$ cat config.mk
export PLATFORM = sky130hd
export DESIGN_NAME = kme_ram
export DESIGN_NICKNAME = d
export VERILOG_FILES = /design/src/hw/rtl/kme_ram.sv
export SDC_FILE = /design/constraint.sdc
export NUM_CORES = 1
export LEC_CHECK = 0
export BUFFER_PORTS_ARGS = -buffer_cell sky130_fd_sc_hd__buf_2
export CAP_MARGIN = 20
export CORE_MARGIN = 2
export CORE_UTILIZATION = 35
export DETAILED_ROUTE_END_ITERATION = 7
export GPL_TIMING_DRIVEN = 0
export HOLD_SLACK_MARGIN = 0.1
export PLACE_DENSITY = 0.47
export REMOVE_ABC_BUFFERS = 1
export SLEW_MARGIN = 25
export SYNTH_ARGS = -nofsm -noshare
export SYNTH_HDL_FRONTEND = slang
export SYNTH_SLANG_ARGS = --single-unit
$ cat constraint.sdc
create_clock -name clock -period 1.87 [get_ports clock]
set_input_delay 0.0935 -clock clock [delete_from_list [all_inputs] [get_ports clock]]
set_output_delay 0.0935 -clock clock [all_outputs]
set_load 0.005 [all_outputs]
$ cat src/hw/rtl/kme_ram.sv
module kme_ram #(
   parameter int WIDTH = 8,
   parameter int DEPTH = 16
) (
   input  logic                     clock,
   input  logic                     wr_en,
   input  logic [$clog2(DEPTH)-1:0] wr_addr,
   input  logic [WIDTH-1:0]         wr_data,
   input  logic [$clog2(DEPTH)-1:0] rd_addr,
   output logic [WIDTH-1:0]         rd_data
);

   logic [WIDTH-1:0] mem_ff [DEPTH];
   logic [WIDTH-1:0] rd_data_ff;

   // single write port, registered read
   always_ff @(posedge clock) begin
      if (wr_en) begin
         mem_ff[wr_addr] <= wr_data;
      end
      rd_data_ff <= mem_ff[rd_addr];
   end

   assign rd_data = rd_data_ff;

endmodule

==> run_results.csv <==
group,metric,value,unit
synthesis,synthTopCellsByCount,"128 x edfxtp_1, 18 x mux4_2, 16 x a22oi_1",
place,postPlaceCellArea,5470,um^2
worst_setup_path,critPathMaxFanout,8,
global_routing,antenna_found_initial,0,
synthesis,syn_area,5150,um^2
routing,wl_per_cell,21.9,um
status,status,"finished, final reports clean",
clock_network,root_buffer,"clkbuf_16",
floorplanning,rows,44,
worst_setup_path,cp-startpoint,"wr_addr[2]",
routing,drtAntennaViolNets,0,
worst_setup_path,crit_path_end_kind,"flip-flop",
min_path,hp-class,"in2reg",
worst_setup_path,endpoint,"mem_ff[1][5]",
synthesis,ys_types,19,
worst_setup_path,ff2ff_path_depth,3,
layout,area_delta_synth_final,20.0,%
floorplanning,initial_core_util,0.357,
synthesis,synth_largest_area_cell,"edfxtp_1",
worst_setup_path,cp_slowest_stage_delay,750,ps
worst_setup_path,critPathRequiredTime,1890,ps
floorplanning,ios,26,
worst_setup_path,cp.arrival,1490,ps
clock_network,htreeDepth,4,
timing,finalMaxSlewViolations,0,
timing,period_share,0.783,
worst_setup_path,crit_chain,"buf_2, or3b_2, nor2_1",
timing,clock.fmax,683,MHz
timing,max_slew_margin,0.348,
timing,post-route-min-period,1460,ps
routing,drc,0,
clock_network,cts_tree,"yes",
place,dp_hpwl,6370,um
layout,layout.nets,293,
floorplanning,die_w,125,um
pwr,p_per_area,1160,nW/um^2
pwr,p_total,7190,uW
pwr,p_leak,0.00204,uW
place,numPortBuffers,25,
pwr,peakVddDrop,0.907,mV
worst_setup_path,timing.rr.end,"rd_data[3]",
timing,tightest_slew,974,ps
layout,antenna_cells,0,
clock_network,cts.sink_count,136,
clock_network,clkTransAtPathRegs,50,ps
synthesis,synth_area_leaders,"edfxtp_1 75%, mux4_2 7.9%, mux4_1 7.1%",
floorplanning,core_area,14400,um^2
worst_setup_path,r2r-start,"mem_ff[9][3]",
worst_setup_path,cp-start-kind,"input pin",
global_routing,grt_pass1_vias,2569,
layout,fin_cells,472,
synthesis,synthArstFlopShare,0,
routing,vias_per_cell,5.13,
synthesis,synth_flop_cell,"edfxtp_1",
global_routing,grt_overflow,0,
layout,stdcell_area,6170,um^2
synthesis,synthCells,229,
timing,clock_skew,8.10,ps
clock_network,cts_inserted_buffers,17,
synthesis,synth_top_area_frac,0.747,
synthesis,seq_area_frac_synth,0.778,
timing,rsz0062_at_grt,"false",
synthesis,synth_edf_count,128,
clock_network,cts_resized,0,
layout,fillers,1277,
global_routing,grt_pass1_wl,15700,um
global_routing,grt_usage,0.140,
place,post-place-cells,432,
clock_network,clkLatencyLatePin,410,ps
routing,drtIter0Drc,164,
synthesis,avgSynthCellArea,22.5,um^2
place,gp_congestion,0.693,
routing,num_vias,2419,
synthesis,yosysMostFrequentCell,"edfxtp_1",
worst_setup_path,slowest_stage,"nor2_1",
timing,setup_viol,0,
synthesis,yosysWarningCount,0,
floorplanning,fp.dieH,125,um
clock_network,cts.path.max_buffers,2,
routing,wl,10300,um
global_routing,grt_max_degree,33,
synthesis,ys_ff_latch,136,
floorplanning,dieArea,15700,um^2
worst_setup_path,r2r_slack,460,ps
worst_setup_path,path_class,"in2reg",
routing,dr.pass1.iters,4,
layout,drive_gt1_frac,0.295,
timing,hold_violations,0,
run,max_cap_viol_count,0,
[metal layers]
layer  vias up  GRT usage  part of all wire  wire, um
li1       1071          -                 -         -
met1      1279      0.199              0.48      4990
met2        61      0.202              0.46      4770
met3         8     0.0436             0.043       446
met4         0     0.0556             0.011       114
met5         -          0                 0         0
[worst max-delay path: cells and delay by family]
kind	cells	cell delay [ps]
buf+inv	1	110
simple gates	2	1280
[final cells by class]
cell class              count  area [um^2]  area share
flip-flops and latches    136         4000       0.648
multi-input cells          83         1080       0.175
clock inverters            13          178      0.0288
clock buffers              19          443      0.0717
well taps                 184          230      0.0373
repair buffers             37          238      0.0385
[through the flow]
stage                     setup WS [ps]  setup TNS [ps]  hold slack (ps)   util
after floorplan                     284               0              192      -
after global placement             -473          -10650              475  0.376
after detailed placement          -85.5           -1060              473  0.379
after CTS                           367               0              105  0.428
after global routing                344               0              140  0.428
final                               406               0              133  0.428
[layout by cell type (no fill, tap or decap), types with 2 or more instances in the layout]
cell type,count
edfxtp_1,128
buf_2,24
mux4_2,18
clkbuf_16,17
a22oi_1,16
mux4_1,14
nor2_1,11
nand2_1,9
dlygate4sd3_1,8
dfxtp_1,8
clkinvlp_4,5
buf_4,5
nor3_2,4
clkinv_2,4
bufinv_16,4
nand3b_1,2
nor2_2,2
nand2b_1,2
[power breakdown]
part	internal, uW	switching (uW)	total (uW)	leakage [uW]
Sequential	3410	18.7	3430	0.00122
Combinational	134	183	317	0.000530
Clock	2250	1190	3440	0.000291
Total	5800	1390	7190	0.00204
[repair_timing]
| item | in CTS | in global routing |
|---|---|---|
| setup buffers | 0 | 0 |
| hold buffers | 8 | 0 |
| hold endpoints to repair | 128 | 0 |
[state kept, by name, summed over array words and instances, names as in the netlist]
signal / count
rd_data: 8
mem_ff: 128
[cell families after synthesis]
family,synth area share
simple gates,0.0318
compound gates,0.0233
buf+inv,0.0168
mux,0.150
flops,0.778
[worst min path at each step]
stage / startpoint / slack, ps / end / cells past startpoint
after floorplan: wr_data[0] / 190 / mem_ff[0][0] / 0
after global placement: rd_data[4] / 470 / rd_data[4] / 1
after detailed placement: rd_data[4] / 470 / rd_data[4] / 1
after CTS: wr_addr[0] / 100 / mem_ff[4][1] / 2
after global routing: wr_addr[1] / 140 / mem_ff[8][3] / 2
final: wr_addr[0] / 130 / mem_ff[4][3] / 2
Note: power is estimated with default switching activity, not from simulation.
