### src/hw/rtl/kme_pkg.sv
package kme_pkg;

   localparam int MAX_NODES = 64;
   localparam int MAX_EDGES = 256;
   localparam int NODE_W    = $clog2(MAX_NODES);
   localparam int CNT_W     = NODE_W + 1;
   localparam int EDGE_AW   = $clog2(MAX_EDGES);
   localparam int FILL_W    = EDGE_AW + 1;
   localparam int WT_W      = 16;
   localparam int RANK_W    = 3;

   localparam logic [RANK_W-1:0] RANK_MAX      = '1;
   localparam logic [CNT_W-1:0]  NODE_CNT_INIT = CNT_W'(MAX_NODES);

   typedef struct packed {
      logic [NODE_W-1:0]      src_node;
      logic [NODE_W-1:0]      dst_node;
      logic signed [WT_W-1:0] edge_weight;
      logic                   last_edge;
   } req_type;

   typedef struct packed {
      logic [NODE_W-1:0]      tree_src;
      logic [NODE_W-1:0]      tree_dst;
      logic signed [WT_W-1:0] tree_weight;
      logic                   overflowed;
      logic                   last_result;
   } rsp_type;

   // one stored edge, endpoints ordered low then high
   typedef struct packed {
      logic [NODE_W-1:0]      src;
      logic [NODE_W-1:0]      dst;
      logic signed [WT_W-1:0] wt;
   } edge_type;

   // one disjoint-set entry
   typedef struct packed {
      logic [RANK_W-1:0] rank;
      logic [NODE_W-1:0] parent;
   } uf_node_type;

   typedef enum logic [1:0] {
      UF_FIND,
      UF_JOIN,
      UF_CLEAR
   } uf_op_type;

   typedef struct packed {
      logic              valid;
      uf_op_type         op;
      logic [NODE_W-1:0] node_a;
      logic [NODE_W-1:0] node_b;
   } uf_cmd_type;

   typedef struct packed {
      logic ready;
      logic differ;
   } uf_sts_type;

endpackage

### src/hw/rtl/kme_ram.sv
module kme_ram #(
   parameter int WIDTH = 8,
   parameter int DEPTH = 16
) (
   input  logic                     clock,
   input  logic                     wr_en,
   input  logic [$clog2(DEPTH)-1:0] wr_addr,
   input  logic [WIDTH-1:0]         wr_data,
   input  logic [$clog2(DEPTH)-1:0] rd_addr,
   output logic [WIDTH-1:0]         rd_data
);

   logic [WIDTH-1:0] mem_ff [DEPTH];
   logic [WIDTH-1:0] rd_data_ff;

   // single write port, registered read
   always_ff @(posedge clock) begin
      if (wr_en) begin
         mem_ff[wr_addr] <= wr_data;
      end
      rd_data_ff <= mem_ff[rd_addr];
   end

   assign rd_data = rd_data_ff;

endmodule

### src/hw/rtl/kme_uf.sv
module kme_uf (
   input  logic                clock,
   input  logic                reset,
   input  kme_pkg::uf_cmd_type cmd,
   output kme_pkg::uf_sts_type sts
);

   typedef enum logic [2:0] {
      U_CLEAR,
      U_IDLE,
      U_FRD,
      U_FCHK,
      U_JOIN2
   } state_type;

   state_type                     state_ff;
   logic [kme_pkg::NODE_W-1:0]    cnt_ff;
   logic [kme_pkg::NODE_W-1:0]    r_ff;
   logic [kme_pkg::NODE_W-1:0]    nb_ff;
   logic                          second_ff;
   logic [kme_pkg::NODE_W-1:0]    ra_ff;
   logic [kme_pkg::NODE_W-1:0]    rb_ff;
   logic [kme_pkg::RANK_W-1:0]    rka_ff;
   logic [kme_pkg::RANK_W-1:0]    rkb_ff;
   logic                          differ_ff;

   logic                          wr_en;
   logic [kme_pkg::NODE_W-1:0]    wr_addr;
   kme_pkg::uf_node_type          wr_data;
   kme_pkg::uf_node_type          rd_data;
   logic [kme_pkg::RANK_W-1:0]    rka_inc;

   assign rka_inc = (rka_ff == kme_pkg::RANK_MAX) ? rka_ff : rka_ff + 1'b1;

   // set entries, rank and parent side by side
   kme_ram #(
      .WIDTH ($bits(kme_pkg::uf_node_type)),
      .DEPTH (kme_pkg::MAX_NODES)
   ) u_set_ram (
      .clock   (clock),
      .wr_en   (wr_en),
      .wr_addr (wr_addr),
      .wr_data (wr_data),
      .rd_addr (r_ff),
      .rd_data (rd_data)
   );

   // write port: clearing sweep and union by rank
   always_comb begin
      wr_en   = 1'b0;
      wr_addr = ra_ff;
      wr_data = '{rank: rka_ff, parent: rb_ff};
      case (state_ff)
         U_CLEAR: begin
            wr_en   = 1'b1;
            wr_addr = cnt_ff;
            wr_data = '{rank: '0, parent: cnt_ff};
         end
         U_IDLE: begin
            if (cmd.valid && cmd.op == kme_pkg::UF_JOIN) begin
               wr_en = 1'b1;
               if (rka_ff < rkb_ff) begin
                  wr_addr = ra_ff;
                  wr_data = '{rank: rka_ff, parent: rb_ff};
               end else begin
                  wr_addr = rb_ff;
                  wr_data = '{rank: rkb_ff, parent: ra_ff};
               end
            end
         end
         U_JOIN2: begin
            wr_en   = 1'b1;
            wr_addr = ra_ff;
            wr_data = '{rank: rka_inc, parent: ra_ff};
         end
         default: begin
            wr_en = 1'b0;
         end
      endcase
   end

   // sequencer: root walk of both endpoints, joins, clearing
   // chains never exceed the rank bound, so no compression is needed for the roots
   always_ff @(posedge clock) begin
      if (reset) begin
         state_ff  <= U_CLEAR;
         cnt_ff    <= '0;
         differ_ff <= 1'b0;
      end else begin
         case (state_ff)
            U_CLEAR: begin
               cnt_ff <= cnt_ff + 1'b1;
               if (cnt_ff == kme_pkg::NODE_W'(kme_pkg::MAX_NODES - 1)) begin
                  state_ff <= U_IDLE;
               end
            end
            U_IDLE: begin
               if (cmd.valid) begin
                  case (cmd.op)
                     kme_pkg::UF_FIND: begin
                        r_ff      <= cmd.node_a;
                        nb_ff     <= cmd.node_b;
                        second_ff <= 1'b0;
                        state_ff  <= U_FRD;
                     end
                     kme_pkg::UF_JOIN: begin
                        if (rka_ff == rkb_ff) begin
                           state_ff <= U_JOIN2;
                        end
                     end
                     kme_pkg::UF_CLEAR: begin
                        cnt_ff   <= '0;
                        state_ff <= U_CLEAR;
                     end
                     default: begin
                        state_ff <= U_IDLE;
                     end
                  endcase
               end
            end
            U_FRD: begin
               state_ff <= U_FCHK;
            end
            U_FCHK: begin
               if (rd_data.parent == r_ff) begin
                  if (!second_ff) begin
                     ra_ff     <= r_ff;
                     rka_ff    <= rd_data.rank;
                     r_ff      <= nb_ff;
                     second_ff <= 1'b1;
                     state_ff  <= U_FRD;
                  end else begin
                     rb_ff     <= r_ff;
                     rkb_ff    <= rd_data.rank;
                     differ_ff <= (ra_ff != r_ff);
                     state_ff  <= U_IDLE;
                  end
               end else begin
                  r_ff     <= rd_data.parent;
                  state_ff <= U_FRD;
               end
            end
            U_JOIN2: begin
               state_ff <= U_IDLE;
            end
            default: begin
               state_ff <= U_CLEAR;
            end
         endcase
      end
   end

   assign sts.ready  = (state_ff == U_IDLE);
   assign sts.differ = differ_ff;

endmodule

### config.mk
export PLATFORM = sky130hd
export DESIGN_NAME = kme_uf
export DESIGN_NICKNAME = d
export VERILOG_FILES = /design/src/hw/rtl/kme_pkg.sv /design/src/hw/rtl/kme_ram.sv /design/src/hw/rtl/kme_uf.sv
export SDC_FILE = /design/constraint.sdc
export NUM_CORES = 1
export LEC_CHECK = 0
export ABC_AREA = 0
export ABC_CLOCK_PERIOD_IN_PS = 4800
export BUFFER_PORTS_ARGS = -buffer_cell sky130_fd_sc_hd__buf_4
export CORE_MARGIN = 2
export CORE_UTILIZATION = 63
export DETAILED_ROUTE_END_ITERATION = 16
export GPL_ROUTABILITY_DRIVEN = 0
export PLACE_DENSITY = 0.79
export SLEW_MARGIN = 0
export SYNTH_ARGS = -nofsm -noshare
export SYNTH_HDL_FRONTEND = slang
export SYNTH_SLANG_ARGS = --single-unit
export TNS_END_PERCENT = 10
### constraint.sdc
create_clock -name clock -period 4.8 [get_ports clock]
set_input_delay 0.96 -clock clock [delete_from_list [all_inputs] [get_ports clock]]
set_output_delay 0.96 -clock clock [all_outputs]
set_load 0.02 [all_outputs]
==> impl_results.md <==
* Capturing element type of the critical path: register
* Final setup fails at 0
* Initial antenna violation count at 1
* Biggest fanout along the worst timing path at 15
* Multi-input combinational cell area at 5850 um2
* Initial Util at 63.9%
* CTS sink count at 626
* FF-to-FF path depth at 8
* Fill cell count at 2173
* Clock tree from TritonCTS: built
* Buffer depth of the longest clock path at 3
* Final #Nets at 1372
* Total half-perimeter wirelength after legalization and detailed placement at 33800 um
* Total I/O pin count at 19
* Outcome: complete, no violations
* Setup slack of the critical path after layout at 0.603 ns
* Reg2Reg Launch Point: rka_ff[1]
* Detailed-route wire length at 58200 um
* Tot GR Track Use at 29.5%
* Area grow syn2layout at 13.0%
* Async set-or-reset flop fraction in the synthesized netlist at 0%
* VDD IR-drop max at 0.301 mV
* Final Cell Area at 28000 um2
* Inserted Clock Buffers at 60
* Number of input and output port buffers inserted at 18
* Die Outline Area at 40900 um2
* Data arrival, critical path at 4.44 ns
* Fraction of layout cells with a size suffix above 1 at 25.9%
* Placed Area at 25900 um2
* Total gr overflow at 0
* P_leak at 9.14 nW
* Minimum setup slack after placement at 0.506 ns
* Critical Path Source Type: register
* Reg2reg end: u_set_ram.mem_ff[40][4]
* Least-Margin Pin Slew at 1.10 ns
* Number of failing hold endpoints at the final stage at 0
* Final antenna diode count at 0
* Area of the core at 38700 um2
* Yosys warnings at 0
* Via/cell ratio at 6.89
* Global-route layer with the greatest usage: met2
* Number of global-route vias before repair at 13200
* Capture endpoint of the worst hold path: rkb_ff[1]
* Largest net degree at the start of global routing at 73
* Met3 usage at 5.66%
* Unrepaired setup endpoints after global routing: no
* Seq cells post-synth at 626
* Cells along the critical path: ha_1 -> nor2b_4 -> o21a_1 -> o211a_4 -> a221o_1 -> buf_4 -> nand4b_1 -> nor2_1
* Buffering stage count on the worst path with inverters included at 1
* Overall power of the completed layout at 0.0125 W
* Netlist cell types at 61
* Most instantiated flip-flop cell in the synthesis netlist: sky130_fd_sc_hd__edfxtp_1
* Fraction of met2 tracks used by global routing at 47.0%
* Peak clock frequency supported by timing at 238 MHz
* DRC at 0
* Wire per inst at 30.4 um
* Max-capacitance violation count at 0
* FF-to-FF setup slack at 0.60 ns
* Clock Skews at 0.0135 ns
* Post-synth EDFFs at 607
* Crit Path Category: reg -> reg
* Startpoint of the worst setup timing path: rka_ff[1]
* Fraction of the cycle the final worst path needs at 87.4%
* Post-CTS sizing at 0
* Max stage delay cell, worst path: sky130_fd_sc_hd__nor2_1
* Wire length of the first global-routing pass at 87100 um
* Time the worst path needs with I/O delays and setup at 4.20 ns
* # Post-CTS Setup Buffers at 0
* Worst rel slew slack at 26.9%
* Endpoint required time on the critical path at 5.04 ns
* Die height at 202 um
* Cells on Worst Hold Path at 0
* Worst min-delay path startpoint: u_set_ram.rd_data[7]
* Pins Over Slew Limit at 0
* DRC marker count from the first detailed-route iteration at 2049
* Largest stage delay on the critical path at 0.94 ns
* Sequential-to-total area share from yosys stat at 75.2%
* Die extent in x at 202 um
* Iteration count of the initial detailed-routing pass at 10
* Mapped cell area at 24700 um2
* Met1 usage in global routing at 41.1%
* Library cell used as clock root buffer: sky130_fd_sc_hd__clkbuf_16
* Area taken by flip-flops and latches at 18600 um2
* Synthesized area per cell at 19.6 um2
* Aggregate negative setup slack at 0 ns
* Antenna viol nets, final at 0
* Number of levels in the clock H-tree at 2
* Clock latency on the worst-skew pair at 0.61 ns
* Clock transition at the register clock pins on the worst setup and hold paths after CTS at 0.06 ns
* Standard-cell rows at 72
* Total of hold buffers inserted after clock tree synthesis at 0
* PwrDens at 448 nW/um2
* Via count of the routed design at 13200
* Number of instances in the synthesized netlist at 1261
* Top cell family by delay on the critical path: simple AND/OR/NAND/NOR gates
* Post-Synthesis Net Count at 1283
* Class of the worst hold path: reg -> reg
## sequential cells by signal, summed over array words and instances (netlist names)
signal             flops
cnt_ff                 6
differ_ff              1
nb_ff                  6
r_ff                   6
ra_ff                  6
rb_ff                  6
rka_ff                 3
rkb_ff                 3
second_ff              1
state_ff               3
u_set_ram.mem_ff     576
u_set_ram.rd_data      9
## cell usage in the layout, fill, tap and decap left out, types with 14 or more instances in the layout
cell,synthesis,layout
sky130_fd_sc_hd__a21oi_1,14,14
sky130_fd_sc_hd__buf_4,3,87
sky130_fd_sc_hd__clkbuf_16,0,61
sky130_fd_sc_hd__dfxtp_1,19,19
sky130_fd_sc_hd__edfxtp_1,607,607
sky130_fd_sc_hd__mux2i_1,29,29
sky130_fd_sc_hd__mux4_2,141,141
sky130_fd_sc_hd__nand2_1,36,35
sky130_fd_sc_hd__nand3_1,18,18
sky130_fd_sc_hd__nor2_1,87,87
sky130_fd_sc_hd__nor3_1,26,26
sky130_fd_sc_hd__o21ai_0,31,31
sky130_fd_sc_hd__o22ai_1,30,30
## through the flow
stage	cells	hold WS (ns)	utilization (%)
after floorplan	1261	0.404	-
after global placement	1806	0.443	66.8
after detailed placement	1806	0.440	66.8
after CTS	1916	0.456	72.2
after global routing	1916	0.461	72.2
final	1916	0.462	72.2
## power by group
part,total [W],internal [W],leakage (nW),switching (W)
clock,0.00495,0.00297,1.03,0.00198
combinational,0.00107,0.000283,2.36,0.000790
sequential,0.00652,0.00644,5.74,0.0000833
## cell families (layout without fill, tap and decap cells)
logic type               count (synthesis)  after routing  share of synthesized area, %
flip-flops                             626            626                          75.2
AND/OR/NAND/NOR                        219            219                          4.26
multiplexers                           182            182                          14.6
AO/OA/AOI/OAI                          138            138                          3.82
buffers and inverters                   75            212                          1.36
XOR/XNOR                                16             16                         0.566
adder cells (fa/ha/maj)                  5              5                         0.253
## layout make-up
class                           instances  share of cell area, %
Timing Repair Buffer                   91                   2.62
Inverter                               11                  0.148
Sequential cell                       626                   66.5
Clock buffer                           74                   5.92
Multi-Input combinational cell        560                   20.9
Tap cell                              518                   2.32
Clock inverter                         36                   1.56
## Yosys cell counts (all sizes together) (14+ instances only)
cell | n | area, um2
mux2i | 29 | 290
o21ai | 31 | 155
nand2 | 36 | 135
clkbuf | 30 | 114
dfxtp | 19 | 380
nor2 | 87 | 327
nor3 | 27 | 140
nand3 | 19 | 100
a21oi | 14 | 70.1
mux4 | 141 | 3180
buf | 34 | 183
o22ai | 30 | 188
edfxtp | 607 | 18200
## metal layers
metal  vias up  share of wire (%)
met3       159                 10
met2       953                 49
li1       5382                  -
met4         2                3.9
met5         -              0.015
met1      6700                 37
## how the worst max path moves through the flow
| stage | end | slack [ns] | cells after the start |
|---|---|---|---|
| floorplan | u_set_ram.mem_ff[0][7] | 0.96 | 4 |
| finish | u_set_ram.mem_ff[40][4] | 0.60 | 8 |
| detailed placement | u_set_ram.mem_ff[40][4] | 0.51 | 8 |
| global route | u_set_ram.mem_ff[8][3] | 0.51 | 8 |
| CTS | u_set_ram.mem_ff[40][4] | 0.79 | 8 |
| global placement | u_set_ram.mem_ff[40][6] | 0.60 | 8 |
No activity file was read; power rests on OpenSTA's default activity.
